`config.mk`:
```
export PLATFORM = sky130hd
export DESIGN_NAME = llrb_out_stage
export DESIGN_NICKNAME = d
export VERILOG_FILES = /design/src/design/llrb_pkg.sv /design/src/design/llrb_out_stage.sv
export SDC_FILE = /design/constraint.sdc
export NUM_CORES = 1
export LEC_CHECK = 0
export BUFFER_PORTS_ARGS = -buffer_cell sky130_fd_sc_hd__buf_2
export CAP_MARGIN = 20
export CORE_AREA = 2 2 39 41
export DETAILED_ROUTE_END_ITERATION = 8
export DIE_AREA = 0 0 41 43
export MAX_ROUTING_LAYER = met4
export PLACE_DENSITY = 0.59
export SYNTH_ARGS = -nofsm -noshare
export SYNTH_HDL_FRONTEND = slang
export SYNTH_SLANG_ARGS = --single-unit
export TNS_END_PERCENT = 10
```
`constraint.sdc`:
```
create_clock -name clk -period 0.8 [get_ports clk]
set_clock_uncertainty 0.1 [all_clocks]
set_input_delay 0.04 -clock clk [delete_from_list [all_inputs] [get_ports clk]]
set_output_delay 0.04 -clock clk [all_outputs]
set_load 0.1 [all_outputs]
```
`src/design/llrb_pkg.sv`:
```
package llrb_pkg;

  // Ring geometry and burst size.
  localparam int BUFFER_BYTES     = 8192;
  localparam int BURST_BYTES      = 64;
  localparam int NEAR_FULL_MARGIN = 64;
  localparam int PTR_W            = $clog2(BUFFER_BYTES);
  localparam int LEN_W            = 14;
  localparam int BURST_W          = $clog2(BURST_BYTES + 1);
  localparam int CMP_W            = ((PTR_W > LEN_W) ? PTR_W : LEN_W) + 2;

  localparam logic [7:0] NEWLINE_CODE = 8'h0A;

  // Request kinds.
  localparam logic KIND_BYTE  = 1'b0;
  localparam logic KIND_FLUSH = 1'b1;

  typedef logic [PTR_W-1:0]   ptr_t;
  typedef logic [BURST_W-1:0] burst_cnt_t;

  typedef struct packed {
    logic             kind;
    logic [7:0]       data_byte;
    logic             first_of_line;
    logic             last_of_line;
    logic [LEN_W-1:0] line_length;
  } in_item_t;

  typedef struct packed {
    logic [7:0] data_out;
    logic       last_of_burst;
  } out_item_t;

  // Access to the ring memory for the current cycle.
  typedef struct packed {
    logic       we;
    ptr_t       waddr;
    logic [7:0] wdata;
    logic       re;
    ptr_t       raddr;
  } mem_req_t;

  // Load of one drained byte into the output stage.
  typedef struct packed {
    logic      load;
    out_item_t data;
  } emit_t;

  typedef enum logic [3:0] {
    ST_IDLE,
    ST_BYTE_START,
    ST_DROP_CHECK,
    ST_DROP_RD,
    ST_DROP_WAIT,
    ST_PUT,
    ST_PUT_NL,
    ST_FLUSH_START,
    ST_SCAN_RD,
    ST_SCAN_WAIT,
    ST_DECIDE,
    ST_EMIT_RD,
    ST_EMIT_WAIT
  } state_t;

  // Advance a ring pointer by one with wrap.
  function automatic ptr_t bump(input ptr_t p);
    if (p == ptr_t'(BUFFER_BYTES - 1)) begin
      return '0;
    end
    return p + ptr_t'(1);
  endfunction

endpackage

```
`src/design/llrb_out_stage.sv`:
```
module llrb_out_stage (
  input  logic                clk,
  input  logic                rst,
  input  llrb_pkg::emit_t     emit,
  output logic                out_free,
  output logic                result_valid,
  input  logic                result_ready,
  output llrb_pkg::out_item_t result
);

  // The stage can take a new byte when it is empty or being emptied now.
  assign out_free = !result_valid || result_ready;

  always_ff @(posedge clk) begin
    if (rst) begin
      result_valid <= 1'b0;
    end else if (emit.load) begin
      result_valid <= 1'b1;
    end else if (result_ready) begin
      result_valid <= 1'b0;
    end
  end

  always_ff @(posedge clk) begin
    if (emit.load) begin
      result <= emit.data;
    end
  end

endmodule

```
# Yosys cells after proc, flatten, opt, wreduce, memory -nomap -nowiden

Index checks and enable logic that the tools add are counted.

Output and inout bits: 11
Bits in registers: 10
Input bits: 13

Mux-type cells: 2
Reduce and logical (&&, ||, !) cells: 3

Operator list:

| operator           | number |
|---|---|
| 1-bit two-way mux  | 2 |
| 2-bit nonzero test | 1 |
| 1-bit zero test    | 1 |
| 1-bit logical OR   | 1 |

# Depth between registers and ports, before layout

Gate-level depths: netlist (run 1).

Depth after elaboration: 2
Mapped depth: 2
Gate-level depth less buffers: 2

# Worst setup path after synthesis (run 1)

No wires, ideal clock.

Kind: reg-to-reg
From: register result_valid (netlist name)
To: register result_valid
Setup time: 0.071 ns
Path slack: -0.932 ns
Period minus slack after synthesis: 1.732 ns
Data arrival time: 1.562 ns
Cell stages (with the launch flop): 3
Path through: dfxtp_1 nand2b_4 a21oi_2

RTL lines:

| element              | RTL line             | source |
|---|---|---|
| end signal, assigned | llrb_out_stage.sv:16 | `result_valid <= 1'b0;` |
| end signal, assigned | llrb_out_stage.sv:18 | `result_valid <= 1'b1;` |
| end signal, assigned | llrb_out_stage.sv:20 | `result_valid <= 1'b0;` |
| end, declared        | llrb_out_stage.sv:6  | `output logic result_valid,` |

# Worst setup path after layout (run 1)

From: register result[6] (netlist bit)
To: output result[6] (netlist bit)

RTL lines:

| element                | RTL line             | source |
|---|---|---|
| start, declared        | llrb_out_stage.sv:8  | `output llrb_pkg::out_item_t result` |
| start signal, assigned | llrb_out_stage.sv:26 | `result <= emit.data;` |

No word-level cell between the ends.

==> results of run 1 <==
-- synth_stat cells, drive strengths merged --
master / n
nand2b: 1
edfxtp: 9
a21oi: 1
dfxtp: 1
inv: 1
-- area by class of cell --
| class | instances | area share [%] |
|---|---|---|
| timing repair buffer | 33 | 50.9 |
| multi-input combinational | 2 | 3.02 |
| clock buffer | 4 | 3.52 |
| inverter | 1 | 0.503 |
| tap | 16 | 2.68 |
| sequential | 10 | 39.4 |
-- worst paths after layout --
check                           slack, ns           end  depth (start not counted)          from
worst min-delay path                -0.03  result_valid                          3  result_ready
worst max register to register       0.09  result_valid                          2  result_valid
worst max-delay path                -0.21     result[6]                          1     result[6]
worst min register to register       0.42  result_valid                          2  result_valid
-- cells by family after synthesis --
| family | after synthesis | synth area share [%] |
|---|---|---|
| buf+inv | 1 | 1.18 |
| compound gates | 1 | 2.77 |
| flops | 10 | 91.7 |
| simple gates | 1 | 4.35 |
-- per-layer routing --
| metal | track usage [%] | share of wire [%] |
|---|---|---|
| met5 | - | 0 |
| met4 | 8.00 | 0 |
| met3 | 3.14 | 13 |
| met2 | 12.8 | 47 |
| met1 | 11.9 | 40 |
-- through the flow --
stage | hold slack, ns | setup TNS (ns) | total power [mW]
floorplan | -0.00673 | -2.65 | 0.955
global placement | 0.0929 | 0 | 1.18
detailed placement | 0.0999 | 0 | 1.19
CTS | -0.0437 | -2.33 | 1.59
global route | -0.0362 | -2.53 | 1.63
finish | -0.0322 | -2.16 | 1.56
-- power by group --
| group | switching (mW) | internal [mW] | total (mW) |
|---|---|---|---|
| Sequential | 0.0336 | 0.615 | 0.649 |
| Combinational | 0.349 | 0.212 | 0.562 |
| Clock | 0.161 | 0.192 | 0.353 |
| Total | 0.543 | 1.02 | 1.56 |
-- registers in the layout, indices dropped and copies added (netlist names) --
| name | flops |
|---|---|
| result | 9 |
| result_valid | 1 |
-- what timing repair did --
item                       4_1_cts  5_1_grt
gates resized for setup          0        0
pin swaps                        0        0
setup endpoints to repair       11       11
hold endpoints to repair        10        1
==> summary.md, run 1 <==
| Metric | Value |
|---|---|
| Worst setup SP type | flip-flop |
| Worst-path cell chain | buf_12 |
| Final core utilization | 54.0% |
| Wire per inst | 10.9 um |
| Fin. Hold Viols | 1 |
| CTS tree | yes |
| CTS Buf Count | 3 |
| Mean area per synthesized cell | 24.4 sq um |
| Initial detailed-routing violation count | 0 |
| H-tree levels | 1 |
| Most common cell after layout, fill and taps aside | buf_2 |
| Cell area after layout | 747 sq um |
| Syn Std Cell Area | 317 sq um |
| Post CTS Setup Buffer Count | 0 |
| WS Path Type | reg -> out |
| Total routed wirelength | 720 um |
| Seq/Total Area, Yosys | 91.7% |
| First drt pass iteration count | 1 |
| Area used by multi-input combinational logic | 22.5 sq um |
| Rows | 14 |
| GP Congestion | 0.609 |
| Slew @ Worst Pin | 0.225 ns |
| Synth area leader | edfxtp_1 |
| Pin count of the biggest net entering global routing | 11 |
| Req. time, crit path | 0.66 ns |
| P_leak | 0.319 nW |
| Max-slew violation count | 0 |
| CTS sink count | 10 |
| Seq. cell area | 294 sq um |
| Clock buffer depth | 2 |
| Cell family with most CP delay | flip-flops |
| Data arrival, critical path | 0.87 ns |
| Setup-failing EPs final | 11 |
| Slowest cell on crit path | edfxtp_1 |
| Mapped Nets | 26 |
| Grt total ovfl | 0 |
| Gr usage total | 9.84% |
| Failing checks | hold timing, setup timing |
| CTS Hold Bufs | 10 |
| Layout area overhead | 136% |
| Placed cell areas | 621 sq um |
| VDD IR-drop max | 0.940 mV |
| Crit path max fanout | 1 |
| Die area | 0.00176 sq mm |
| Die Y | 43 um |
| Worst slack, placed | 0.0628 ns |
| IO buf count | 23 |
| Core Area | 0.00138 sq mm |
| Area contributors post-synth | edfxtp_1 (85%), dfxtp_1 (6.3%), nand2b_4 (4.3%), a21oi_2 (2.8%), inv_1 (1.2%) |
| Placed cell count | 52 |
| Synth top area share | 85.4% |
| Status | finished with violations |
| Synthesized instance count | 13 |
| MaxCap Viol Count | 0 |
| Worst setup margin | -0.214 ns |
| Fin crit share | 127% |
| WP buf/inv | 1 |
| Worst skew pair latency | 0.25 ns |
| Die Span X | 41 um |
| Drc violations | 0 |
| Yosys warning total | 0 |
| Peak per-stage delay on the critical path | 0.42 ns |
| Vias | 265 |
| First-pass GRT wire length | 1020 um |
| DRT antenna net count | 0 |
| HP Class | in -> reg |
| Reg clk slew, reported paths | 0.07 ns |
| Initial antenna violation count | 0 |
| Final min period | 1.01 ns |
| Finished Layout Cells | 66 |
| Vias per cell | 4.02 |
| Worst hold slack | -0.0322 ns |
| Starting Density | 22.9% |
| Unrepaired setup endpoints after global routing | true |
| CP Capture Type | primary output |
| Slew margin rel. | 85.0% |
| Fmax | 986 MHz |
| FF+latch count, synth | 10 |
| ANT cells | 0 |
| Pwr dens | 2090 mW/mm^2 |
| Nets | 64 |
| Synth unique cells | 5 |
| Most frequent cells in the layout | buf_2 (12), buf_12 (11), dlygate4sd3_1 (10) |
| Layout cells sized above 1 | 58.0% |
| Vias in the first global route | 243 |
| CTS root buf | clkbuf_4 |
| Ports | 24 |
| Fillcell total | 110 |
Power figures use the tool's default switching activity.
==> run 2, diff against run 1 <==
SKIP_CTS_REPAIR_TIMING = 1   (was default)
==> run 2 against run 1 <==
Compared with the run above:
- the flow still finishes with violations (hold timing, setup timing)
- wire length is 0.69% higher
- count of clock-buffer cells in the layout stayed put
- via count shrank 0.75%
- critical path depth unchanged
- design area unchanged
- utilization is the same
- sequential cell count is the same
- maximum frequency about the same
- combinational power hardly changed
- non-clock buffer count is the same
- sequential power about the same
- hold slack stayed put
- largest power group unchanged
==> summary.md, run 2 (synthesis gave the netlist of run 1 again) <==
| Metric | Value |
|---|---|
| RR Endpoint | result_valid |
| Vias in the first global route | 205 (-16%) |
| Die area | 0.00176 sq mm (unchanged) |
| Hold Path End | result_valid |
| HP Class | in -> reg |
| Slowest cell on crit path | edfxtp_1 |
| GP Congestion | 0.609 (unchanged) |
| Initial antenna violation count | 0 (unchanged) |
| Worst setup SP type | flip-flop |
| Req. time, crit path | 0.66 ns (about the same) |
| Hold path startpoint | result_ready |
| Combinational fraction of design power | 35.9% (about the same) |
| Reg clk slew, reported paths | 0.07 ns (about the same) |
| Placed cell count | 52 (unchanged) |
| Initial detailed-routing violation count | 0 (unchanged) |
| Fillcell total | 112 (+1.8%) |
| Setup-failing EPs final | 11 (unchanged) |
| MaxCap Viol Count | 0 (unchanged) |
| Seq pwr share | 41.5% (about the same) |
| Status | finished with violations |
| Fin crit share | 127% (about the same) |
| Max-slew violation count | 0 (unchanged) |
| Worst hold path cell count | 3 (unchanged) |
| Pwr dens | 2090 mW/mm^2 (about the same) |
| First drt pass iteration count | 1 (unchanged) |
| Setup slack, reg-to-reg | 0.09 ns (about the same) |
| Vias per cell | 3.98 (-0.75%) |
| Starting Density | 22.9% (unchanged) |
| Worst r2r src | result_valid |
| Total routed wirelength | 725 um (+0.69%) |
| Vias | 263 (-0.75%) |
| Die Y | 43 um (unchanged) |
| Most frequent cells in the layout | buf_2 (12), buf_12 (11), dlygate4sd3_1 (10) |
| Layout area overhead | 136% (unchanged) |
| Die Span X | 41 um (unchanged) |
| Fmax | 986 MHz (about the same) |
| Most common cell after layout, fill and taps aside | buf_2 |
| Worst setup path start | result[6] |
| CP Capture Type | primary output |
| Wire per inst | 11.0 um (+0.69%) |
| Tot Pwr | 1.56 mW (about the same) |
| Unrepaired setup endpoints after global routing | true |
| WP buf/inv | 1 (unchanged) |
| Final core utilization | 54.0% (unchanged) |
| Drc violations | 0 (unchanged) |
| H-tree levels | 1 (unchanged) |
| CTS Buf Count | 3 (unchanged) |
| First-pass GRT wire length | 890 um (-13%) |
| Gr usage total | 8.69% (-1.2 points) |
| Worst skew pair latency | 0.25 ns (about the same) |
| WS Path Type | reg -> out |
| Peak per-stage delay on the critical path | 0.42 ns (about the same) |
| Slew margin rel. | 85.0% (unchanged) |
| P_sw | 0.544 mW (about the same) |
| Worst-path cell chain | buf_12 |
| Failing checks | hold timing, setup timing |
| Worst hold slack | -0.0322 ns (unchanged) |
| Clock buffer depth | 2 (unchanged) |
| CTS root buf | clkbuf_4 |
| IO buf count | 23 (unchanged) |
| Grt total ovfl | 0 (unchanged) |
| DRT antenna net count | 0 (unchanged) |
| Int Power | 1.02 mW (about the same) |
| Slew @ Worst Pin | 0.225 ns (unchanged) |
| Ports | 24 (unchanged) |
| P_leak | 0.319 nW (unchanged) |
| Data arrival, critical path | 0.87 ns (about the same) |
| Sw frac | 34.8% (about the same) |
| Largest register FFs | 9 (unchanged) |
| Nets | 64 (unchanged) |
| CTS tree | yes |
| Worst-case reg-to-reg path depth | 2 (unchanged) |
| ANT cells | 0 (unchanged) |
| Rows | 14 (unchanged) |
| Final min period | 1.01 ns (+0.0000260 ns) |
| Crit path max fanout | 1 (unchanged) |
| Placed cell areas | 621 sq um (unchanged) |
| CTS sink count | 10 (unchanged) |
| Pin count of the biggest net entering global routing | 11 (unchanged) |
| Core Area | 0.00138 sq mm (unchanged) |
| Clk network pwr share | 22.6% (about the same) |
| Fin. Hold Viols | 1 (unchanged) |
| Largest Register | result |
| Finished Layout Cells | 66 (unchanged) |
| Cell area after layout | 747 sq um (unchanged) |
| Worst setup margin | -0.214 ns (-0.0000260 ns) |
| VDD IR-drop max | 0.940 mV (about the same) |
| Cell family with most CP delay | flip-flops |
| Largest registers | result (9), result_valid (1) |
| Layout cells sized above 1 | 58.0% (unchanged) |
run 2: cell counts in the layout (fill, tap and decap cells not counted):
Identical to the previous run, type by type.
run 2: routing by layer:
metal	track usage (%)	up-vias	share of wire (%)
met4	8.00	0	0
met2	9.69	23	47
met1	10.9	118	41
li1	-	122	-
met5	-	-	0
met3	4.19	0	12
run 2: per-stage QoR:
stage | hold slack [ns] | TNS, ns | worst slack (ns)
global placement | 0.0929 | 0 | 0.0706
CTS | -0.177 | -2.33 | -0.228
global route | -0.0362 | -2.53 | -0.247
floorplan | -0.00673 | -2.65 | -0.323
detailed placement | 0.0999 | 0 | 0.0628
finish | -0.0322 | -2.16 | -0.214
run 2: cell type report:
type / instances / area, sq um / area share [%]
Clock buffer: 4 / 26.3 / 3.52
Inverter: 1 / 3.75 / 0.503
Multi-Input combinational cell: 2 / 22.5 / 3.02
Sequential cell: 10 / 294 / 39.4
Tap cell: 16 / 20.0 / 2.68
Timing Repair Buffer: 33 / 380 / 50.9
run 2: power by group through the flow:
stage	clock [mW]	combinational (mW)	sequential [mW]
2_1_floorplan	0	0.0267	0.928
3_3_place_gp	0	0.524	0.659
3_5_place_dp	0	0.527	0.662
4_1_cts	0.373	0.527	0.650
5_1_grt	0.400	0.578	0.652
6_report	0.353	0.562	0.649
run 2: worst max path at each step:
stage,to,cells after the start
3_5_place_dp,out_free,2
6_report,result[6],1
3_3_place_gp,out_free,2
5_1_grt,result[6],1
4_1_cts,result[6],1
2_1_floorplan,result_valid,2
run 2: worst register-to-register path, cell delays in order (launching register included):
cell and delay [ns]:
dfxtp_4 0.37, nand2b_4 0.07, a21oi_2 0.10
==> run 3, diff against run 2 <==
ABC_AREA = 1   (was default)
==> run 3 against run 2 <==
Compared with the run above:
- the run ends with setup timing left
- total power shrank 0.19%
- synthesized cell count rose by 7.7%
- worst setup slack worse by 0.0012 ns
- sequential cell count unchanged
- die area did not move
- combinational power about the same
- hold slack gained 0.037 ns
- critical path depth stayed put
- clock power shrank 3%
- global-route usage is 0.64 points higher
- register-to-register slack about the same
- critical path type unchanged
==> summary.md, run 3 <==
| Metric | Value |
|---|---|
| Post-Synth Simple-Gate Area | 2.00% (-2.3 points) |
| Tot Pwr | 1.56 mW (-0.19%) |
| Worst hold slack | 0.00457 ns (+0.0368 ns) |
| Status | finished with violations |
| Cell family with most CP delay | flip-flops |
| Fillcell total | 121 (+8.0%) |
| Total routed wirelength | 784 um (+8.1%) |
| Failing checks | setup timing |
| Synth Flop Type | edfxtp_1 |
| Setup-failing EPs final | 11 (unchanged) |
| Compound-gate portion of the synthesized area | 2.80% (+0.033 points) |
| IO buf count | 23 (unchanged) |
| Layout cells sized above 1 | 56.9% (-1.1 points) |
| Peak per-stage delay on the critical path | 0.43 ns (about the same) |
| Mapped Nets | 27 (+3.8%) |
| Synth top cells by count | edfxtp_1 (9), inv_1 (2), a21oi_2 (1), dfxtp_1 (1), nand2_2 (1) |
| Yosys warning total | 0 (unchanged) |
| Worst skew pair latency | 0.25 ns (about the same) |
| Grt total ovfl | 0 (unchanged) |
| Fin. Hold Viols | 0 (-1) |
| Mean area per synthesized cell | 22.3 sq um (-8.2%) |
| XOR/XNOR Fraction of Synth Area | 0% (unchanged) |
| Rows | 14 (unchanged) |
| Asr flop ratio synth | 0% (unchanged) |
| First drt pass iteration count | 2 (+1) |
| Slew @ Worst Pin | 0.219 ns (-0.00625 ns) |
| Cell area after layout | 757 sq um (+1.3%) |
| Placed cell areas | 631 sq um (+1.6%) |
| ANT cells | 0 (unchanged) |
| Wire per inst | 11.7 um (+6.5%) |
| Drc violations | 0 (unchanged) |
| Worst hold path cell count | 4 (+1) |
| Largest registers | result (9), result_valid (1) |
| CTS sink count | 10 (unchanged) |
| Seq/Total Area, Yosys | 92.8% (+1.1 points) |
| Area contributors post-synth | edfxtp_1 (86%), dfxtp_1 (6.4%), a21oi_2 (2.8%), inv_1 (2.4%), nand2_2 (2.0%) |
| Vias per cell | 3.99 (about the same) |
| CTS tree | yes |
| Vias in the first global route | 239 (+17%) |
| WS Path Type | reg -> out |
| HP Class | in -> reg |
| FF+latch count, synth | 10 (unchanged) |
| Initial detailed-routing violation count | 1 (+1) |
| Syn Std Cell Area | 313 sq um (-1.2%) |
| CP Capture Type | primary output |
| Req. time, crit path | 0.66 ns (about the same) |
| Nets | 65 (+1.6%) |
| Worst-case reg-to-reg path depth | 2 (unchanged) |
| Initial antenna violation count | 0 (unchanged) |
| Clock buffer depth | 2 (unchanged) |
| Die area | 0.00176 sq mm (unchanged) |
| Most frequent cell after synthesis | edfxtp_1 |
| Reg clk slew, reported paths | 0.06 ns (about the same) |
| MaxCap Viol Count | 0 (unchanged) |
| H-tree levels | 1 (unchanged) |
| Layout area overhead | 142% |
| Most frequent cells in the layout | buf_2 (12), buf_12 (11), dlygate4sd3_1 (10) |
| Final core utilization | 54.7% (+0.72 points) |
| Largest Register | result |
| First-pass GRT wire length | 972 um (+9.2%) |
| Core Area | 0.00138 sq mm (unchanged) |
| Starting Density | 22.6% (-0.27 points) |
| Crit. path cell count | 1 (unchanged) |
| Max-slew violation count | 0 (unchanged) |
| Unrepaired setup endpoints after global routing | true |
| CTS Buf Count | 3 (unchanged) |
| WP buf/inv | 1 (unchanged) |
| Worst-path cell chain | buf_12 |
| Fin crit share | 127% (+0.15 points) |
| Largest family of logic cells by synthesized area | compound AO/OA/AOI/OAI gates |
| Ports | 24 (unchanged) |
| Final min period | 1.01 ns (+0.00119 ns) |
| DRT antenna net count | 0 (unchanged) |
| Slew margin rel. | 85.4% (+0.42 points) |
| Pin count of the biggest net entering global routing | 11 (unchanged) |
| Synth unique cells | 5 (unchanged) |
| Synth top area share | 86.4% (+1.0 points) |
| EDFF count, synth | 9 (unchanged) |
| CTS root buf | clkbuf_4 |
| Multiplexer area fraction after synthesis | 0% (unchanged) |
| Crit path max fanout | 1 (unchanged) |
| VDD IR-drop max | 1.15 mV (+22%) |
| Synthesized instance count | 14 (+1) |
| Die Span X | 41 um (unchanged) |
| Fmax | 985 MHz (-0.12%) |
| Most common cell after layout, fill and taps aside | buf_2 |
| Synth area leader | edfxtp_1 |
| TNS Setup | -2.13 ns (+0.0211 ns) |
| Pwr dens | 2060 mW/mm^2 (-1.5%) |
| Gr usage total | 9.33% (+0.64 points) |
| Synth Area in Adders | 0% (unchanged) |
| Largest register FFs | 9 (unchanged) |
| Slowest cell on crit path | edfxtp_1 |
| Post-DP HPWL | 603 um |
| P_leak | 0.321 nW (+0.54%) |
| Data arrival, critical path | 0.87 ns (about the same) |
| Worst setup margin | -0.215 ns (-0.00119 ns) |
| Vias | 267 (+1.5%) |
| Worst setup SP type | flip-flop |
| GP Congestion | 0.615 (+0.95%) |
| Die Y | 43 um (unchanged) |
[run 3: cell types whose count changed after synthesis]
cell and change:
inv_1 +1, nand2_2 +1, nand2b_4 -1
[run 3: final timing paths]
kind	from	end	slack (ns)
worst max-delay path	result[0]	result[0]	-0.21
worst min-delay path	result_ready	result_valid	0.005
worst max register to register	result_valid	result_valid	0.09
worst min register to register	result_valid	result_valid	0.41
[run 3: stage by stage]
step                      setup WS [ns]  cells
after floorplan                  -0.244     14
after global placement           0.0679     53
after detailed placement         0.0601     53
after CTS                        -0.231     57
after global routing             -0.251     67
final                            -0.215     67
[run 3: logic make-up (layout without fill, tap and decap cells)]
logic type	Yosys count	in the layout
flops	10	10
buf+inv	2	39
compound gates	1	1
simple gates	1	1
[run 3: final cells by class]
class                      instances  area (sq um)  share of cell area, %
multi-input combinational          2          28.8                   3.80
tap                               16          20.0                   2.64
sequential                        10           294                   38.8
inverter                           2          7.51                  0.992
clock buffer                       4          26.3                   3.47
timing repair buffer              33           380                   50.2
[run 3: metal layers]
| layer | vias to the layer above | global-route usage [%] | part of all wire (%) |
|---|---|---|---|
| met5 | - | - | 0 |
| li1 | 126 | - | - |
| met4 | 0 | 6.00 | 0 |
| met2 | 24 | 11.6 | 48 |
| met1 | 117 | 10.2 | 38 |
| met3 | 0 | 6.81 | 14 |
[run 3: power breakdown]
| group | switching [mW] | total (mW) | leakage [nW] | internal (mW) |
|---|---|---|---|---|
| clock network | 0.152 | 0.343 | 0.0150 | 0.192 |
| registers | 0.0365 | 0.652 | 0.0970 | 0.615 |
| logic | 0.353 | 0.565 | 0.209 | 0.212 |
