<file path="src/design/llrb_pkg.sv">
package llrb_pkg;

  // Ring geometry and burst size.
  localparam int BUFFER_BYTES     = 8192;
  localparam int BURST_BYTES      = 64;
  localparam int NEAR_FULL_MARGIN = 64;
  localparam int PTR_W            = $clog2(BUFFER_BYTES);
  localparam int LEN_W            = 14;
  localparam int BURST_W          = $clog2(BURST_BYTES + 1);
  localparam int CMP_W            = ((PTR_W > LEN_W) ? PTR_W : LEN_W) + 2;

  localparam logic [7:0] NEWLINE_CODE = 8'h0A;

  // Request kinds.
  localparam logic KIND_BYTE  = 1'b0;
  localparam logic KIND_FLUSH = 1'b1;

  typedef logic [PTR_W-1:0]   ptr_t;
  typedef logic [BURST_W-1:0] burst_cnt_t;

  typedef struct packed {
    logic             kind;
    logic [7:0]       data_byte;
    logic             first_of_line;
    logic             last_of_line;
    logic [LEN_W-1:0] line_length;
  } in_item_t;

  typedef struct packed {
    logic [7:0] data_out;
    logic       last_of_burst;
  } out_item_t;

  // Access to the ring memory for the current cycle.
  typedef struct packed {
    logic       we;
    ptr_t       waddr;
    logic [7:0] wdata;
    logic       re;
    ptr_t       raddr;
  } mem_req_t;

  // Load of one drained byte into the output stage.
  typedef struct packed {
    logic      load;
    out_item_t data;
  } emit_t;

  typedef enum logic [3:0] {
    ST_IDLE,
    ST_BYTE_START,
    ST_DROP_CHECK,
    ST_DROP_RD,
    ST_DROP_WAIT,
    ST_PUT,
    ST_PUT_NL,
    ST_FLUSH_START,
    ST_SCAN_RD,
    ST_SCAN_WAIT,
    ST_DECIDE,
    ST_EMIT_RD,
    ST_EMIT_WAIT
  } state_t;

  // Advance a ring pointer by one with wrap.
  function automatic ptr_t bump(input ptr_t p);
    if (p == ptr_t'(BUFFER_BYTES - 1)) begin
      return '0;
    end
    return p + ptr_t'(1);
  endfunction

endpackage

</file>
<file path="src/design/llrb_ctrl.sv">
module llrb_ctrl (
  input  logic               clk,
  input  logic               rst,
  input  logic               item_valid,
  output logic               item_ready,
  input  llrb_pkg::in_item_t item,
  output llrb_pkg::mem_req_t mem_req,
  input  logic [7:0]         rdata,
  output llrb_pkg::emit_t    emit,
  input  logic               out_free
);

  llrb_pkg::state_t     state, state_next;
  llrb_pkg::ptr_t       wp, wp_next;
  llrb_pkg::ptr_t       rp, rp_next;
  logic                 discarding, discarding_next;
  llrb_pkg::in_item_t   cur, cur_next;
  llrb_pkg::ptr_t       scan_ptr, scan_ptr_next;
  llrb_pkg::burst_cnt_t idx, idx_next;
  llrb_pkg::burst_cnt_t limit, limit_next;
  logic                 seen, seen_next;
  llrb_pkg::burst_cnt_t last_nl, last_nl_next;
  llrb_pkg::burst_cnt_t send, send_next;
  llrb_pkg::burst_cnt_t cnt, cnt_next;

  llrb_pkg::ptr_t                 used;
  llrb_pkg::ptr_t                 free_bytes;
  logic [llrb_pkg::PTR_W:0]       used_wrap;
  logic [llrb_pkg::CMP_W-1:0]     need;
  logic                           too_long;
  logic                           room_ok;
  logic                           near_full;
  llrb_pkg::burst_cnt_t           limit_now;

  // Fill level of the ring and the room checks for the current line.
  assign used_wrap  = {1'b0, wp} + (llrb_pkg::PTR_W + 1)'(llrb_pkg::BUFFER_BYTES)
                      - {1'b0, rp};
  assign used       = (wp >= rp) ? (wp - rp) : used_wrap[llrb_pkg::PTR_W-1:0];
  assign free_bytes = llrb_pkg::ptr_t'(llrb_pkg::BUFFER_BYTES - 1) - used;
  assign need       = llrb_pkg::CMP_W'(cur.line_length) + llrb_pkg::CMP_W'(1);
  assign too_long   = (cur.line_length == '0)
                      || (need > llrb_pkg::CMP_W'(llrb_pkg::BUFFER_BYTES - 1));
  assign room_ok    = llrb_pkg::CMP_W'(free_bytes) >= need;
  assign near_full  = llrb_pkg::CMP_W'(used)
                      >= llrb_pkg::CMP_W'(llrb_pkg::BUFFER_BYTES - llrb_pkg::NEAR_FULL_MARGIN);
  assign limit_now  = (llrb_pkg::CMP_W'(used) < llrb_pkg::CMP_W'(llrb_pkg::BURST_BYTES))
                      ? llrb_pkg::burst_cnt_t'(used)
                      : llrb_pkg::burst_cnt_t'(llrb_pkg::BURST_BYTES);

  // Control state.
  always_ff @(posedge clk) begin
    if (rst) begin
      state      <= llrb_pkg::ST_IDLE;
      wp         <= '0;
      rp         <= '0;
      discarding <= 1'b0;
    end else begin
      state      <= state_next;
      wp         <= wp_next;
      rp         <= rp_next;
      discarding <= discarding_next;
    end
  end

  // Working registers of the current request.
  always_ff @(posedge clk) begin
    cur      <= cur_next;
    scan_ptr <= scan_ptr_next;
    idx      <= idx_next;
    limit    <= limit_next;
    seen     <= seen_next;
    last_nl  <= last_nl_next;
    send     <= send_next;
    cnt      <= cnt_next;
  end

  // Sequencer: store bytes, discard overlong lines, drop old lines, scan and drain on flush.
  always_comb begin
    state_next      = state;
    wp_next         = wp;
    rp_next         = rp;
    discarding_next = discarding;
    cur_next        = cur;
    scan_ptr_next   = scan_ptr;
    idx_next        = idx;
    limit_next      = limit;
    seen_next       = seen;
    last_nl_next    = last_nl;
    send_next       = send;
    cnt_next        = cnt;
    item_ready      = 1'b0;
    mem_req         = '0;
    emit            = '0;

    unique case (state)
      llrb_pkg::ST_IDLE: begin
        item_ready = 1'b1;
        if (item_valid) begin
          cur_next   = item;
          state_next = (item.kind == llrb_pkg::KIND_FLUSH) ? llrb_pkg::ST_FLUSH_START
                                                            : llrb_pkg::ST_BYTE_START;
        end
      end

      llrb_pkg::ST_BYTE_START: begin
        priority if (cur.first_of_line && too_long) begin
          // The line is empty or can never fit: ignore it up to its last byte.
          discarding_next = !cur.last_of_line;
          state_next      = llrb_pkg::ST_IDLE;
        end else if (cur.first_of_line) begin
          discarding_next = 1'b0;
          state_next      = llrb_pkg::ST_DROP_CHECK;
        end else if (discarding) begin
          if (cur.last_of_line) begin
            discarding_next = 1'b0;
          end
          state_next = llrb_pkg::ST_IDLE;
        end else begin
          state_next = llrb_pkg::ST_PUT;
        end
      end

      llrb_pkg::ST_DROP_CHECK: begin
        state_next = room_ok ? llrb_pkg::ST_PUT : llrb_pkg::ST_DROP_RD;
      end

      llrb_pkg::ST_DROP_RD: begin
        mem_req.re    = 1'b1;
        mem_req.raddr = rp;
        state_next    = llrb_pkg::ST_DROP_WAIT;
      end

      llrb_pkg::ST_DROP_WAIT: begin
        // One byte of the oldest line leaves; a newline or an empty ring ends the line.
        rp_next = llrb_pkg::bump(rp);
        if (rdata == llrb_pkg::NEWLINE_CODE || llrb_pkg::bump(rp) == wp) begin
          state_next = llrb_pkg::ST_DROP_CHECK;
        end else begin
          state_next = llrb_pkg::ST_DROP_RD;
        end
      end

      llrb_pkg::ST_PUT: begin
        mem_req.we    = 1'b1;
        mem_req.waddr = wp;
        mem_req.wdata = cur.data_byte;
        wp_next       = llrb_pkg::bump(wp);
        if (llrb_pkg::bump(wp) == rp) begin
          rp_next = llrb_pkg::bump(rp);
        end
        state_next = cur.last_of_line ? llrb_pkg::ST_PUT_NL : llrb_pkg::ST_IDLE;
      end

      llrb_pkg::ST_PUT_NL: begin
        mem_req.we      = 1'b1;
        mem_req.waddr   = wp;
        mem_req.wdata   = llrb_pkg::NEWLINE_CODE;
        wp_next         = llrb_pkg::bump(wp);
        if (llrb_pkg::bump(wp) == rp) begin
          rp_next = llrb_pkg::bump(rp);
        end
        discarding_next = 1'b0;
        state_next      = llrb_pkg::ST_IDLE;
      end

      llrb_pkg::ST_FLUSH_START: begin
        limit_next    = limit_now;
        scan_ptr_next = rp;
        idx_next      = '0;
        seen_next     = 1'b0;
        last_nl_next  = '0;
        state_next    = (used == '0) ? llrb_pkg::ST_IDLE : llrb_pkg::ST_SCAN_RD;
      end

      llrb_pkg::ST_SCAN_RD: begin
        mem_req.re    = 1'b1;
        mem_req.raddr = scan_ptr;
        state_next    = llrb_pkg::ST_SCAN_WAIT;
      end

      llrb_pkg::ST_SCAN_WAIT: begin
        if (rdata == llrb_pkg::NEWLINE_CODE) begin
          seen_next    = 1'b1;
          last_nl_next = idx;
        end
        scan_ptr_next = llrb_pkg::bump(scan_ptr);
        idx_next      = idx + llrb_pkg::burst_cnt_t'(1);
        state_next    = (idx + llrb_pkg::burst_cnt_t'(1) == limit) ? llrb_pkg::ST_DECIDE
                                                                    : llrb_pkg::ST_SCAN_RD;
      end

      llrb_pkg::ST_DECIDE: begin
        cnt_next = '0;
        priority if (seen) begin
          send_next  = last_nl + llrb_pkg::burst_cnt_t'(1);
          state_next = llrb_pkg::ST_EMIT_RD;
        end else if (near_full) begin
          send_next  = limit;
          state_next = llrb_pkg::ST_EMIT_RD;
        end else begin
          state_next = llrb_pkg::ST_IDLE;
        end
      end

      llrb_pkg::ST_EMIT_RD: begin
        mem_req.re    = 1'b1;
        mem_req.raddr = rp;
        state_next    = llrb_pkg::ST_EMIT_WAIT;
      end

      llrb_pkg::ST_EMIT_WAIT: begin
        // Hold the read byte until the output stage has room for it.
        if (out_free) begin
          emit.load               = 1'b1;
          emit.data.data_out      = rdata;
          emit.data.last_of_burst = (cnt + llrb_pkg::burst_cnt_t'(1) == send);
          rp_next                 = llrb_pkg::bump(rp);
          cnt_next                = cnt + llrb_pkg::burst_cnt_t'(1);
          state_next = (cnt + llrb_pkg::burst_cnt_t'(1) == send) ? llrb_pkg::ST_IDLE
                                                                  : llrb_pkg::ST_EMIT_RD;
        end
      end

      default: begin
        state_next = llrb_pkg::ST_IDLE;
      end
    endcase
  end

`ifndef NO_ASSERTIONS
  a_no_rw_same_cycle: assert property (@(posedge clk) disable iff (rst)
    !(mem_req.we && mem_req.re))
    else $error("ring memory read and written in the same cycle");

  a_put_leaves_nonempty: assert property (@(posedge clk) disable iff (rst)
    (state == llrb_pkg::ST_PUT) |=> (wp != rp))
    else $error("ring reads empty right after a byte was stored");

  a_load_only_when_free: assert property (@(posedge clk) disable iff (rst)
    emit.load |-> out_free)
    else $error("output stage loaded while it still holds an unsent byte");

  a_drop_not_empty: assert property (@(posedge clk) disable iff (rst)
    (state == llrb_pkg::ST_DROP_RD) |-> (rp != wp))
    else $error("line drop started on an empty ring");

  a_burst_bound: assert property (@(posedge clk) disable iff (rst)
    (state == llrb_pkg::ST_EMIT_WAIT) |-> (cnt < send && send != '0))
    else $error("drain count ran past the burst length");
`endif

endmodule

</file>
<file path="config.mk">
export PLATFORM = sky130hd
export DESIGN_NAME = llrb_ctrl
export DESIGN_NICKNAME = d
export VERILOG_FILES = /design/src/design/llrb_pkg.sv /design/src/design/llrb_ctrl.sv
export SDC_FILE = /design/constraint.sdc
export NUM_CORES = 1
export LEC_CHECK = 0
export ABC_AREA = 1
export CORE_MARGIN = 2
export CORE_UTILIZATION = 25
export CTS_BUF_LIST = sky130_fd_sc_hd__clkbuf_8
export DETAILED_ROUTE_END_ITERATION = 12
export DONT_BUFFER_PORTS = 1
export PLACE_DENSITY = 0.4
export REMOVE_ABC_BUFFERS = 1
export SKIP_LAST_GASP = 1
export SLEW_MARGIN = 20
export SYNTH_ARGS = -nofsm -noshare
export SYNTH_HDL_FRONTEND = slang
export SYNTH_SLANG_ARGS = --single-unit
</file>
<file path="constraint.sdc">
create_clock -name clk -period 2.91 [get_ports clk]
set_input_delay 0.4365 -clock clk [delete_from_list [all_inputs] [get_ports clk]]
set_output_delay 0.4365 -clock clk [all_outputs]
set_load 0.02 [all_outputs]
</file>
Word level (Yosys, flattened, before mapping)
Index checks and enable logic that the tools add are counted.
- register bits after elaboration: 104
- bits in latches: 0
- RAM bits: 0
- bits in read-only memories: 0
- bits of input ports: 37
- output and inout port bits: 47
- logic and storage cells: 144
- memories: 0
- add/subtract/negate cells: 11
- $mul: 0
- divide/modulo/power cells: 0
- $lt $le $gt $ge: 5
- eq/ne operators: 26
- shift-type cells: 0
- multiplexer cells: 67
- bitwise operators: 0
- reduce and logical (&&, ||, !) cells: 20
- operator list (operator ; count):
    two-way mux 13 bit ; 17
    adder 13 x 1 -> 13 bit (second input constant) ; 4
    case mux 13 bit (2 select lines) ; 2
    case mux 13 bit (4 select lines) ; 1
    case mux 4 bit (12 select lines) ; 1
    case mux 22 bit (2 select lines) ; 1
    case mux 7 bit (2 select lines) ; 3
    equality test 13 bit ; 3
    equality test 13 bit (second input constant) ; 3
    two-way mux 4 bit ; 8
    two-way mux 7 bit ; 4
    case mux 14 bit (2 select lines) ; 1
    subtractor 13 bit ; 2
    adder 7 x 1 -> 7 bit (second input constant) ; 3
    equality test 4 bit (second input constant) ; 5
    two-way mux 1 bit ; 20
    two-way mux 10 bit ; 2
    equality test 4 x 3 -> 1 bit (second input constant) ; 4
    adder 14 x 1 -> 15 bit (second input constant) ; 1
    greater-or-equal comparator 13 x 15 -> 1 bit ; 1
    greater-than comparator 15 x 13 -> 1 bit (second input constant) ; 1
    equality test 7 bit ; 2
    zero test 14 bit ; 1
    greater-or-equal comparator 13 bit ; 1
    other kinds (20) ; 38

Depth between registers and ports, before layout
Gate-level depths: netlist of run 1.
- depth in word-level cells: 11
- mapped depth: 28
- depth with buffers taken out: 26

Least setup slack after synthesis of run 1
OpenSTA, ideal clock, no wires.
- kind: register to register
- start point: register wp[0]
- end point: register state[1]
- library setup time: 109 ps
- data arrival time: 2677 ps
- data required time: 2801 ps
- setup slack: 124 ps
- cell stages (with the launch flop): 22
- buffers on the path: 0
- period minus slack after synthesis: 2786 ps
- path through: dfxtp_1 > inv_1 > ha_1 > inv_1 > fa_1 > nand3_1 > nand2_1 > nand2_1 > nand2_1 > nand2_1 > nand2_1 > ha_1 > nand2_1 > nor4_1 > nand3_1 > a21o_1 > nand2_1 > nor3_1 > nor2_1 > nand2_1 > nand2_1 > nor2_1
- word-level cells in the longest chain between the ends: 7
- elaborated cells between the ends (all ways): 12
- those cells by class: add/sub (4); order compare (3); mux (5)
- ends and longest elaborated chain (item ; RTL line ; text):
    from (decl) ; llrb_ctrl.sv:14 ; llrb_pkg::ptr_t wp, wp_next;
    from (signal assigned) ; llrb_ctrl.sv:59 ; wp <= wp_next;
    adder 13 x 1 -> 13 bit ; llrb_ctrl.sv:36 ; assign used_wrap = {1'b0, wp} + (llrb_pkg::PTR_W + 1)'(llrb_pkg::BUFFER_BYTES)
    subtractor 13 bit ; llrb_ctrl.sv:37 ; - {1'b0, rp};
    two-way mux 13 bit * ; llrb_ctrl.sv:38 ; assign used = (wp >= rp) ? (wp - rp) : used_wrap[llrb_pkg::PTR_W-1:0];
    subtractor 13 bit or greater-or-equal comparator 13 bit (tied branches) ; llrb_ctrl.sv:39, llrb_ctrl.sv:45 ;
    greater-or-equal comparator 13 x 15 -> 1 bit or two-way mux 4 bit (tied branches) ; llrb_ctrl.sv:43, llrb_ctrl.sv:197 ;
    two-way mux 3 bit or two-way mux 4 bit (tied branches) ; llrb_ctrl.sv:124, llrb_ctrl.sv:194 ;
    case mux 4 bit (12 select lines) * ; llrb_ctrl.sv:95 ; unique case (state)
    to (signal assigned) ; llrb_ctrl.sv:53 ; state <= llrb_pkg::ST_IDLE;
    to (signal assigned) ; llrb_ctrl.sv:58 ; state <= state_next;
    to (decl) ; llrb_ctrl.sv:13 ; llrb_pkg::state_t state, state_next;
Mark *: on every way between the ends. The rest lies on a longest branch, timed or not.
A chain may end at the register's enable or synchronous reset.

Final worst setup path of run 1
Same ends and word-level chain as after synthesis.

==> results of run 1 <==
[through the flow]
step	worst slack, ns	cells	area (sq um)
detailed placement	-0.0255	1543	8620
finish	0.211	1565	9110
global route	-0.0587	1565	9110
CTS	0.00892	1559	8800
floorplan	-0.0394	1065	7470
global placement	-0.0177	1543	8620
[cells by family (layout without fill, tap and decap cells)]
logic type,after synthesis,after routing,share of synthesized area [%]
xor gates and xnor gates,48,48,5.55
buffers and inverters,175,265,9.15
DFF,104,104,37.1
adders and majority gates,35,35,5.88
and+or+nand+nor,617,617,34.7
AOI/OAI and AO/OA,106,106,7.63
[critical path: stages, from the launching register on]
cell	delay, ns
sky130_fd_sc_hd__dfxtp_2	0.33
sky130_fd_sc_hd__inv_2	0.07
sky130_fd_sc_hd__ha_4	0.12
sky130_fd_sc_hd__inv_2	0.04
sky130_fd_sc_hd__fa_2	0.39
sky130_fd_sc_hd__nand2_1	0.08
sky130_fd_sc_hd__nand2_1	0.05
sky130_fd_sc_hd__nand3_1	0.12
sky130_fd_sc_hd__nand2_1	0.12
sky130_fd_sc_hd__nand2_1	0.12
sky130_fd_sc_hd__nand2_1	0.08
sky130_fd_sc_hd__nand2_1	0.08
sky130_fd_sc_hd__nand2_2	0.09
sky130_fd_sc_hd__ha_4	0.24
sky130_fd_sc_hd__a21oi_1	0.15
sky130_fd_sc_hd__a21o_1	0.14
sky130_fd_sc_hd__nand2_2	0.06
sky130_fd_sc_hd__nor3_2	0.14
sky130_fd_sc_hd__nor2_1	0.05
sky130_fd_sc_hd__nand2_1	0.05
sky130_fd_sc_hd__nand2_1	0.04
sky130_fd_sc_hd__nor2_1	0.07
[layout by cell type, fill, tap and decap left out, types with 17 or more instances in the layout]
master	count
sky130_fd_sc_hd__edfxtp_1	73
sky130_fd_sc_hd__buf_4	94
sky130_fd_sc_hd__nand3_1	96
sky130_fd_sc_hd__nor2_1	158
sky130_fd_sc_hd__dfxtp_1	24
sky130_fd_sc_hd__xor2_1	32
sky130_fd_sc_hd__inv_1	150
sky130_fd_sc_hd__ha_1	21
sky130_fd_sc_hd__o21ai_0	30
sky130_fd_sc_hd__a21oi_1	40
sky130_fd_sc_hd__nand4_1	23
sky130_fd_sc_hd__o22ai_1	18
sky130_fd_sc_hd__nor3_1	17
sky130_fd_sc_hd__nand2_1	273
[sequential cells by signal, summed over array words and instances (netlist names), 4 cells and up]
| signal | flops |
|---|---|
| idx | 7 |
| state | 4 |
| last_nl | 7 |
| wp | 13 |
| cur | 24 |
| cnt | 7 |
| send | 7 |
| rp | 13 |
| scan_ptr | 13 |
| limit | 7 |
[worst min path at each step]
stage,endpoint,cells after the start
after floorplan,discarding$_SDFFE_PP0P_,2
after global placement,discarding$_SDFFE_PP0P_,2
after detailed placement,state[2]$_SDFFE_PP0P_,1
after CTS,state[2]$_SDFFE_PP0P_,1
after global routing,state[3]$_SDFFE_PP0P_,1
final,state[3]$_SDFFE_PP0P_,1
[cell type report]
cell class              count  area share (%)
well taps                 390            5.36
multi-input cells         806            47.6
flip-flops and latches    104            31.0
inverters                 155            6.39
clock inverters             7           0.536
clock buffers               9            1.36
repair buffers             94            7.75
[power by group]
part	internal [uW]	switching [uW]	leakage [uW]
Combinational	2990	4240	0.00305
Sequential	1880	181	0.000881
Clock	316	567	0.0000957
Total	5190	4990	0.00403
[routing by layer]
metal | vias to the layer above | part of all wire (%) | track usage [%]
met4 | 0 | 1.5 | 4.17
met3 | 19 | 3.2 | 2.28
met1 | 3201 | 48 | 20.0
met5 | - | 0 | 0
li1 | 3701 | - | -
met2 | 109 | 48 | 24.7
[what timing repair did]
| item | 4_1_cts | 5_1_grt |
|---|---|---|
| gates resized for setup | 2 | 56 |
| pin swaps | 1 | 20 |
| setup endpoints to repair | 2 | 2 |
| setup buffers | 0 | 6 |
==> metrics.txt, run 1 <==
synthesis-to-finish area growth=20.2%; yosys warns=0; R2R setup slack=0.21 ns; Vias per Instance=4.49; slew of the pin with the lowest slew margin=0.746 ns; DRC violations left=0; overflow left after global routing=0; share of flip-flops with an asynchronous set or reset after synthesis=0%; Critical Path Sink=state[1]$_SDFFE_PP0P_; proportion of netlist area held by the largest area contributor=28.9%; fin crit share=92.7%; total of buffers placed on input and output ports=0; total area of multi-input combinational cells=between 4000 and 5000 sq um; maximum resistive drop on vdd=0.488 mV; Sink Count=104; required arrival time at the worst endpoint=3.25 ns; number of failing setup endpoints in the final timing report=0; root buffer cell=sky130_fd_sc_hd__clkbuf_8; share of post-route cells with drive strength above 1=15.1%; average wire length per cell after detail routing=14.9 microns; number of buffers added by the clock tree synthesis step=9; netlist area before placement=~7600 sq um; worst hold slack=0.0880 ns; Avg Synthesized Cell Area=6.98 sq um; class of the most critical setup path=reg2reg; starting utilization of the core area=25.5%; Gate Count Post-Synth=around 1100; final count of hold timing violations=0; wire length reported by the detailed router=23.3 mm; Cell Rows=63; sum of internal, switching and leakage power=10200 uW; number of global-route vias before repair=~6700; DRT iter0 DRCs=443; storage element area=2820 sq um; clock-pin slew on the worst setup and hold paths=0.11 ns; cts hold-fix bufs=0; part of the Yosys area used for sequential elements=between 30% and 40%; maximum level of the CTS H-tree=3; FMAX=between 300 and 400 MHz; worst hold path startpoint=rst; DP HPWL=19.0 mm; CTS tree=built; number of register bits inferred by synthesis=between 100 and 150; Commonest cells post-synth=sky130_fd_sc_hd__nand2_1 (285), sky130_fd_sc_hd__nor2_1 (163), sky130_fd_sc_hd__inv_1 (152), sky130_fd_sc_hd__nand3_1 (98), sky130_fd_sc_hd__edfxtp_1 (73); boundary pin count=84; Max-slew headroom=49.9%; total iterations of the first detailed-routing run=5; clock skew=0.0186 ns; sort of element at the start of the critical path=flop; die width=178 microns; deepest clock path buffer count=2; Post-synth top flop=sky130_fd_sc_hd__edfxtp_1; endpoint of the most critical register-to-register path=state[1]$_SDFFE_PP0P_; Die Footprint=31700 sq um; count of final max-slew check failures=0; origin of the critical flop-to-flop path=wp[0]$_SDFFE_PP0P_; Fin Setup TNS=0 ns; maximum capacitance violations=0; largest cells by area after synthesis=sky130_fd_sc_hd__edfxtp_1 (29%), sky130_fd_sc_hd__nand2_1 (14%), sky130_fd_sc_hd__dfxtp_1 (8.2%); number of antenna violations at the first check in global routing=0; core region area=29700 sq um; Die Ht=178 microns; total number of vias=7030; count of different cell masters after synthesis=43; maximum number of pins on one net before global-route repair=26; unrepaired setup endpoints after global routing=yes; nature of the critical path endpoint=flop; Final #Nets=roughly 1200; Skew-Pair Late Insertion Delay=0.40 ns; final critical-path required period=about 2.7 ns; final antenna-violating net count=0; post-synthesis cell type with the largest combined area=sky130_fd_sc_hd__edfxtp_1; final-layout fill cell count=3249; Hold Crit Class=in2reg; outcome=complete, no violations; highest net fanout along the worst path=4; Diodes inserted=0; global-route wire length before repair=36.1 mm; routability cong.=0.831; Worst EP arrival=3.04 ns; Worst R2R Path Depth=21; fraction of the core area covered by cells at the end of the flow=a little under a third; worst setup path startpoint=wp[0]$_SDFFE_PP0P_; power per standard cell area=1120 nW/um^2; total routing resource utilization after global routing=roughly 15%; static leakage=0.00403 uW; most frequently used cell type in the post-synthesis netlist=sky130_fd_sc_hd__nand2_1; number of enable-type register cells in the synthesized netlist=73
Note: power is estimated with default switching activity, not from simulation.
==> inputs of run 2 (changes only) <==
--- a/config.mk
+++ b/config.mk
@@ -5,7 +5,7 @@
 export SDC_FILE = /design/constraint.sdc
 export NUM_CORES = 1
 export LEC_CHECK = 0
-export ABC_AREA = 1
+export CORE_ASPECT_RATIO = 0.75
 export CORE_MARGIN = 2
 export CORE_UTILIZATION = 25
 export CTS_BUF_LIST = sky130_fd_sc_hd__clkbuf_8
==> metrics.txt, run 2 <==
sum of internal, switching and leakage power=5730 uW (-44%); maximum level of the CTS H-tree=3 (unchanged); total routing resource utilization after global routing=16.7% (+1.8 points); outcome=complete, but fails checks; netlist area before placement=7600 sq um (+0.26%); number of failing setup endpoints in the final timing report=29 (+29); Commonest cells post-synth=sky130_fd_sc_hd__nor2_1 (100), sky130_fd_sc_hd__edfxtp_1 (73), sky130_fd_sc_hd__nand2_1 (60); final critical-path required period=3.24 ns (+0.537 ns); number of global-route vias before repair=6577 (-1.9%); overflow left after global routing=0 (unchanged); slowest CP cell=sky130_fd_sc_hd__a2111o_1; worst hold path startpoint=rst; Avg Synthesized Cell Area=8.77 sq um (+26%); most frequently used cell type in the post-synthesis netlist=sky130_fd_sc_hd__nor2_1; total number of vias=6986 (-0.63%); fin crit share=111% (+18 points); starting utilization of the core area=25.3% (-0.18 points); wire length reported by the detailed router=26.6 mm (+14%); Worst EP arrival=3.53 ns (+0.49 ns); die width=205 microns (+15%); unrepaired setup endpoints after global routing=yes; number of antenna violations at the first check in global routing=2 (+2); required arrival time at the worst endpoint=3.21 ns (-0.04 ns); DRC violations left=0 (unchanged); core region area=30000 sq um (+0.96%); number of register bits inferred by synthesis=104 (unchanged); final instance area=9730 sq um (+6.8%); number of buffers added by the clock tree synthesis step=9 (unchanged); CTS tree=built; clock-pin slew on the worst setup and hold paths=0.11 ns (about the same); root buffer cell=sky130_fd_sc_hd__clkbuf_8; worst stage delay on the critical path=0.56 ns (+0.17 ns); deepest clock path buffer count=2 (unchanged); Top reg by flops=cur; part of the Yosys area used for sequential elements=37.0% (-0.098 points); commonest non-fill, non-tap cell in the layout=sky130_fd_sc_hd__buf_4; placed inst area=9040 sq um (+4.9%); slew of the pin with the lowest slew margin=0.624 ns (-0.122 ns); worst hold slack=0.0995 ns (+0.0115 ns); maximum number of pins on one net before global-route repair=41 (+58%); final-layout fill cell count=3148 (-3.1%); DRT iter0 DRCs=527 (+19%); Skew-Pair Late Insertion Delay=0.39 ns (about the same); DP HPWL=21.0 mm (+10%); Sink Count=104 (unchanged); worst setup path startpoint=wp[0]$_SDFFE_PP0P_; Cell Rows=55 (-13%); Post-synth top flop=sky130_fd_sc_hd__edfxtp_1; final antenna-violating net count=0 (unchanged); violated checks=negative setup slack; total iterations of the first detailed-routing run=5 (unchanged); count of final max-slew check failures=0 (unchanged); clock skew=0.0129 ns (-0.00571 ns); library cell appearing most often on the critical path=sky130_fd_sc_hd__buf_4; class of the most critical setup path=reg2reg; total of buffers placed on input and output ports=0 (unchanged); average wire length per cell after detail routing=19.0 microns (+27%); Fin Setup TNS=-4.17 ns (-4.17 ns); proportion of netlist area held by the largest area contributor=28.8% (-0.076 points); maximum capacitance violations=0 (unchanged); origin of the critical flop-to-flop path=wp[0]$_SDFFE_PP0P_; Hold Crit Class=in2reg; Diodes inserted=0 (unchanged); count of different cell masters after synthesis=76 (+77%); Gate Count Post-Synth=866 (-20%); commonest cells after routing, fill and taps aside=sky130_fd_sc_hd__buf_4 (163), sky130_fd_sc_hd__nor2_1 (92), sky130_fd_sc_hd__edfxtp_1 (73), sky130_fd_sc_hd__nand2_1 (58), sky130_fd_sc_hd__xor2_1 (41); yosys warns=0 (unchanged); power per standard cell area=589 nW/um^2 (-47%); FMAX=309 MHz (-17%); worst-case setup slack after placement=-0.606 ns (-0.580 ns); Die Footprint=31800 sq um (+0.30%); maximum resistive drop on vdd=0.284 mV (-42%); number of enable-type register cells in the synthesized netlist=73 (unchanged); share of post-route cells with drive strength above 1=28.1% (+13 points); highest net fanout along the worst path=9 (+5); static leakage=0.00364 uW (-9.7%); flip-flop count of the largest register after layout=24 (unchanged); Max-slew headroom=58.4% (+8.4 points); synthesis-to-finish area growth=28.0%; global-route wire length before repair=40.3 mm (+11%); Final #Nets=1066 (-14%); post-synthesis cell type with the largest combined area=sky130_fd_sc_hd__edfxtp_1; critical-path cell list=buf_4, ha_2, nand4_2, buf_4, nor4_4, nand2_1, a311o_1, a31o_1, a2111o_1, a211o_1, mux2_4; Die Ht=155 microns (-13%); share of flip-flops with an asynchronous set or reset after synthesis=0% (unchanged); final count of hold timing violations=0 (unchanged); routability cong.=0.873 (+5.1%); sort of element at the start of the critical path=flop; Vias per Instance=5.00 (+11%); final worst setup slack=-0.326 ns (-0.537 ns); largest cells by area after synthesis=sky130_fd_sc_hd__edfxtp_1 (29%), sky130_fd_sc_hd__dfxtp_1 (8.2%), sky130_fd_sc_hd__ha_1 (5.6%); boundary pin count=84 (unchanged); nature of the critical path endpoint=flop
run 2: cells by family (layout without fill, tap and decap cells):
group                      after synthesis  count (layout)  share of synthesized area, %
muxes                                   14              14                          2.04
DFF                                    104             104                          37.0
buffers and inverters                   92             225                          4.76
AOI/OAI and AO/OA                      179             179                          16.3
and+or+nand+nor                        356             356                          23.9
adders and majority gates               35              35                          5.86
xor gates and xnor gates                86              86                          10.1
run 2: stage by stage:
step	util, %	cells
final	32.4	1398
after global routing	32.4	1398
after CTS	31.4	1392
after detailed placement	30.1	1369
after global placement	30.1	1369
after floorplan	-	819
run 2: timing repair:
item	in CTS	in global routing
endpoints found under the setup margin	30	41
hold buffers	0	0
pin swaps	29	26
gates resized for setup	47	54
buffers inserted	7	6
cloned	0	0
run 2: cell type report:
cell class	count	area (sq um)	area share, %
clock buffer	9	124	1.27
tap	399	499	5.13
multi-input combinational	670	4820	49.6
sequential	104	2830	29.1
inverter	45	169	1.74
timing repair buffer	164	1230	12.7
clock inverter	7	48.8	0.502
run 2: metal layers:
metal  up-vias  global-route usage, %  wire [microns]
li1       3431                      -               -
met1      3369                   26.2           14100
met2       162                   22.8           10700
met3        22                   3.90            1440
met4         2                   3.12             260
met5         -                      0              10
run 2: path summary, 6_finish.rpt:
path | endpoint | slack (ns) | depth (start not counted)
worst min register to register | discarding$_SDFFE_PP0P_ | 0.54 | 2
worst max-delay path | rp[4]$_SDFFE_PP0P_ | -0.33 | 11
worst min-delay path | wp[3]$_SDFFE_PP0P_ | 0.1 | 1
worst max register to register | rp[4]$_SDFFE_PP0P_ | -0.33 | 11
run 2: worst max-delay path, delay by kind of cell, from the launching register on:
family / cells / cell delay, ns
muxes: 1 / 0.29
and+or+nand+nor: 3 / 0.51
adders and majority gates: 1 / 0.21
buffers and inverters: 2 / 0.33
DFF: 1 / 0.35
AOI/OAI and AO/OA: 4 / 1.44
run 2: power breakdown:
group | switching (uW) | internal, uW
Sequential | 157 | 1790
Clock | 552 | 313
Combinational | 1640 | 1280
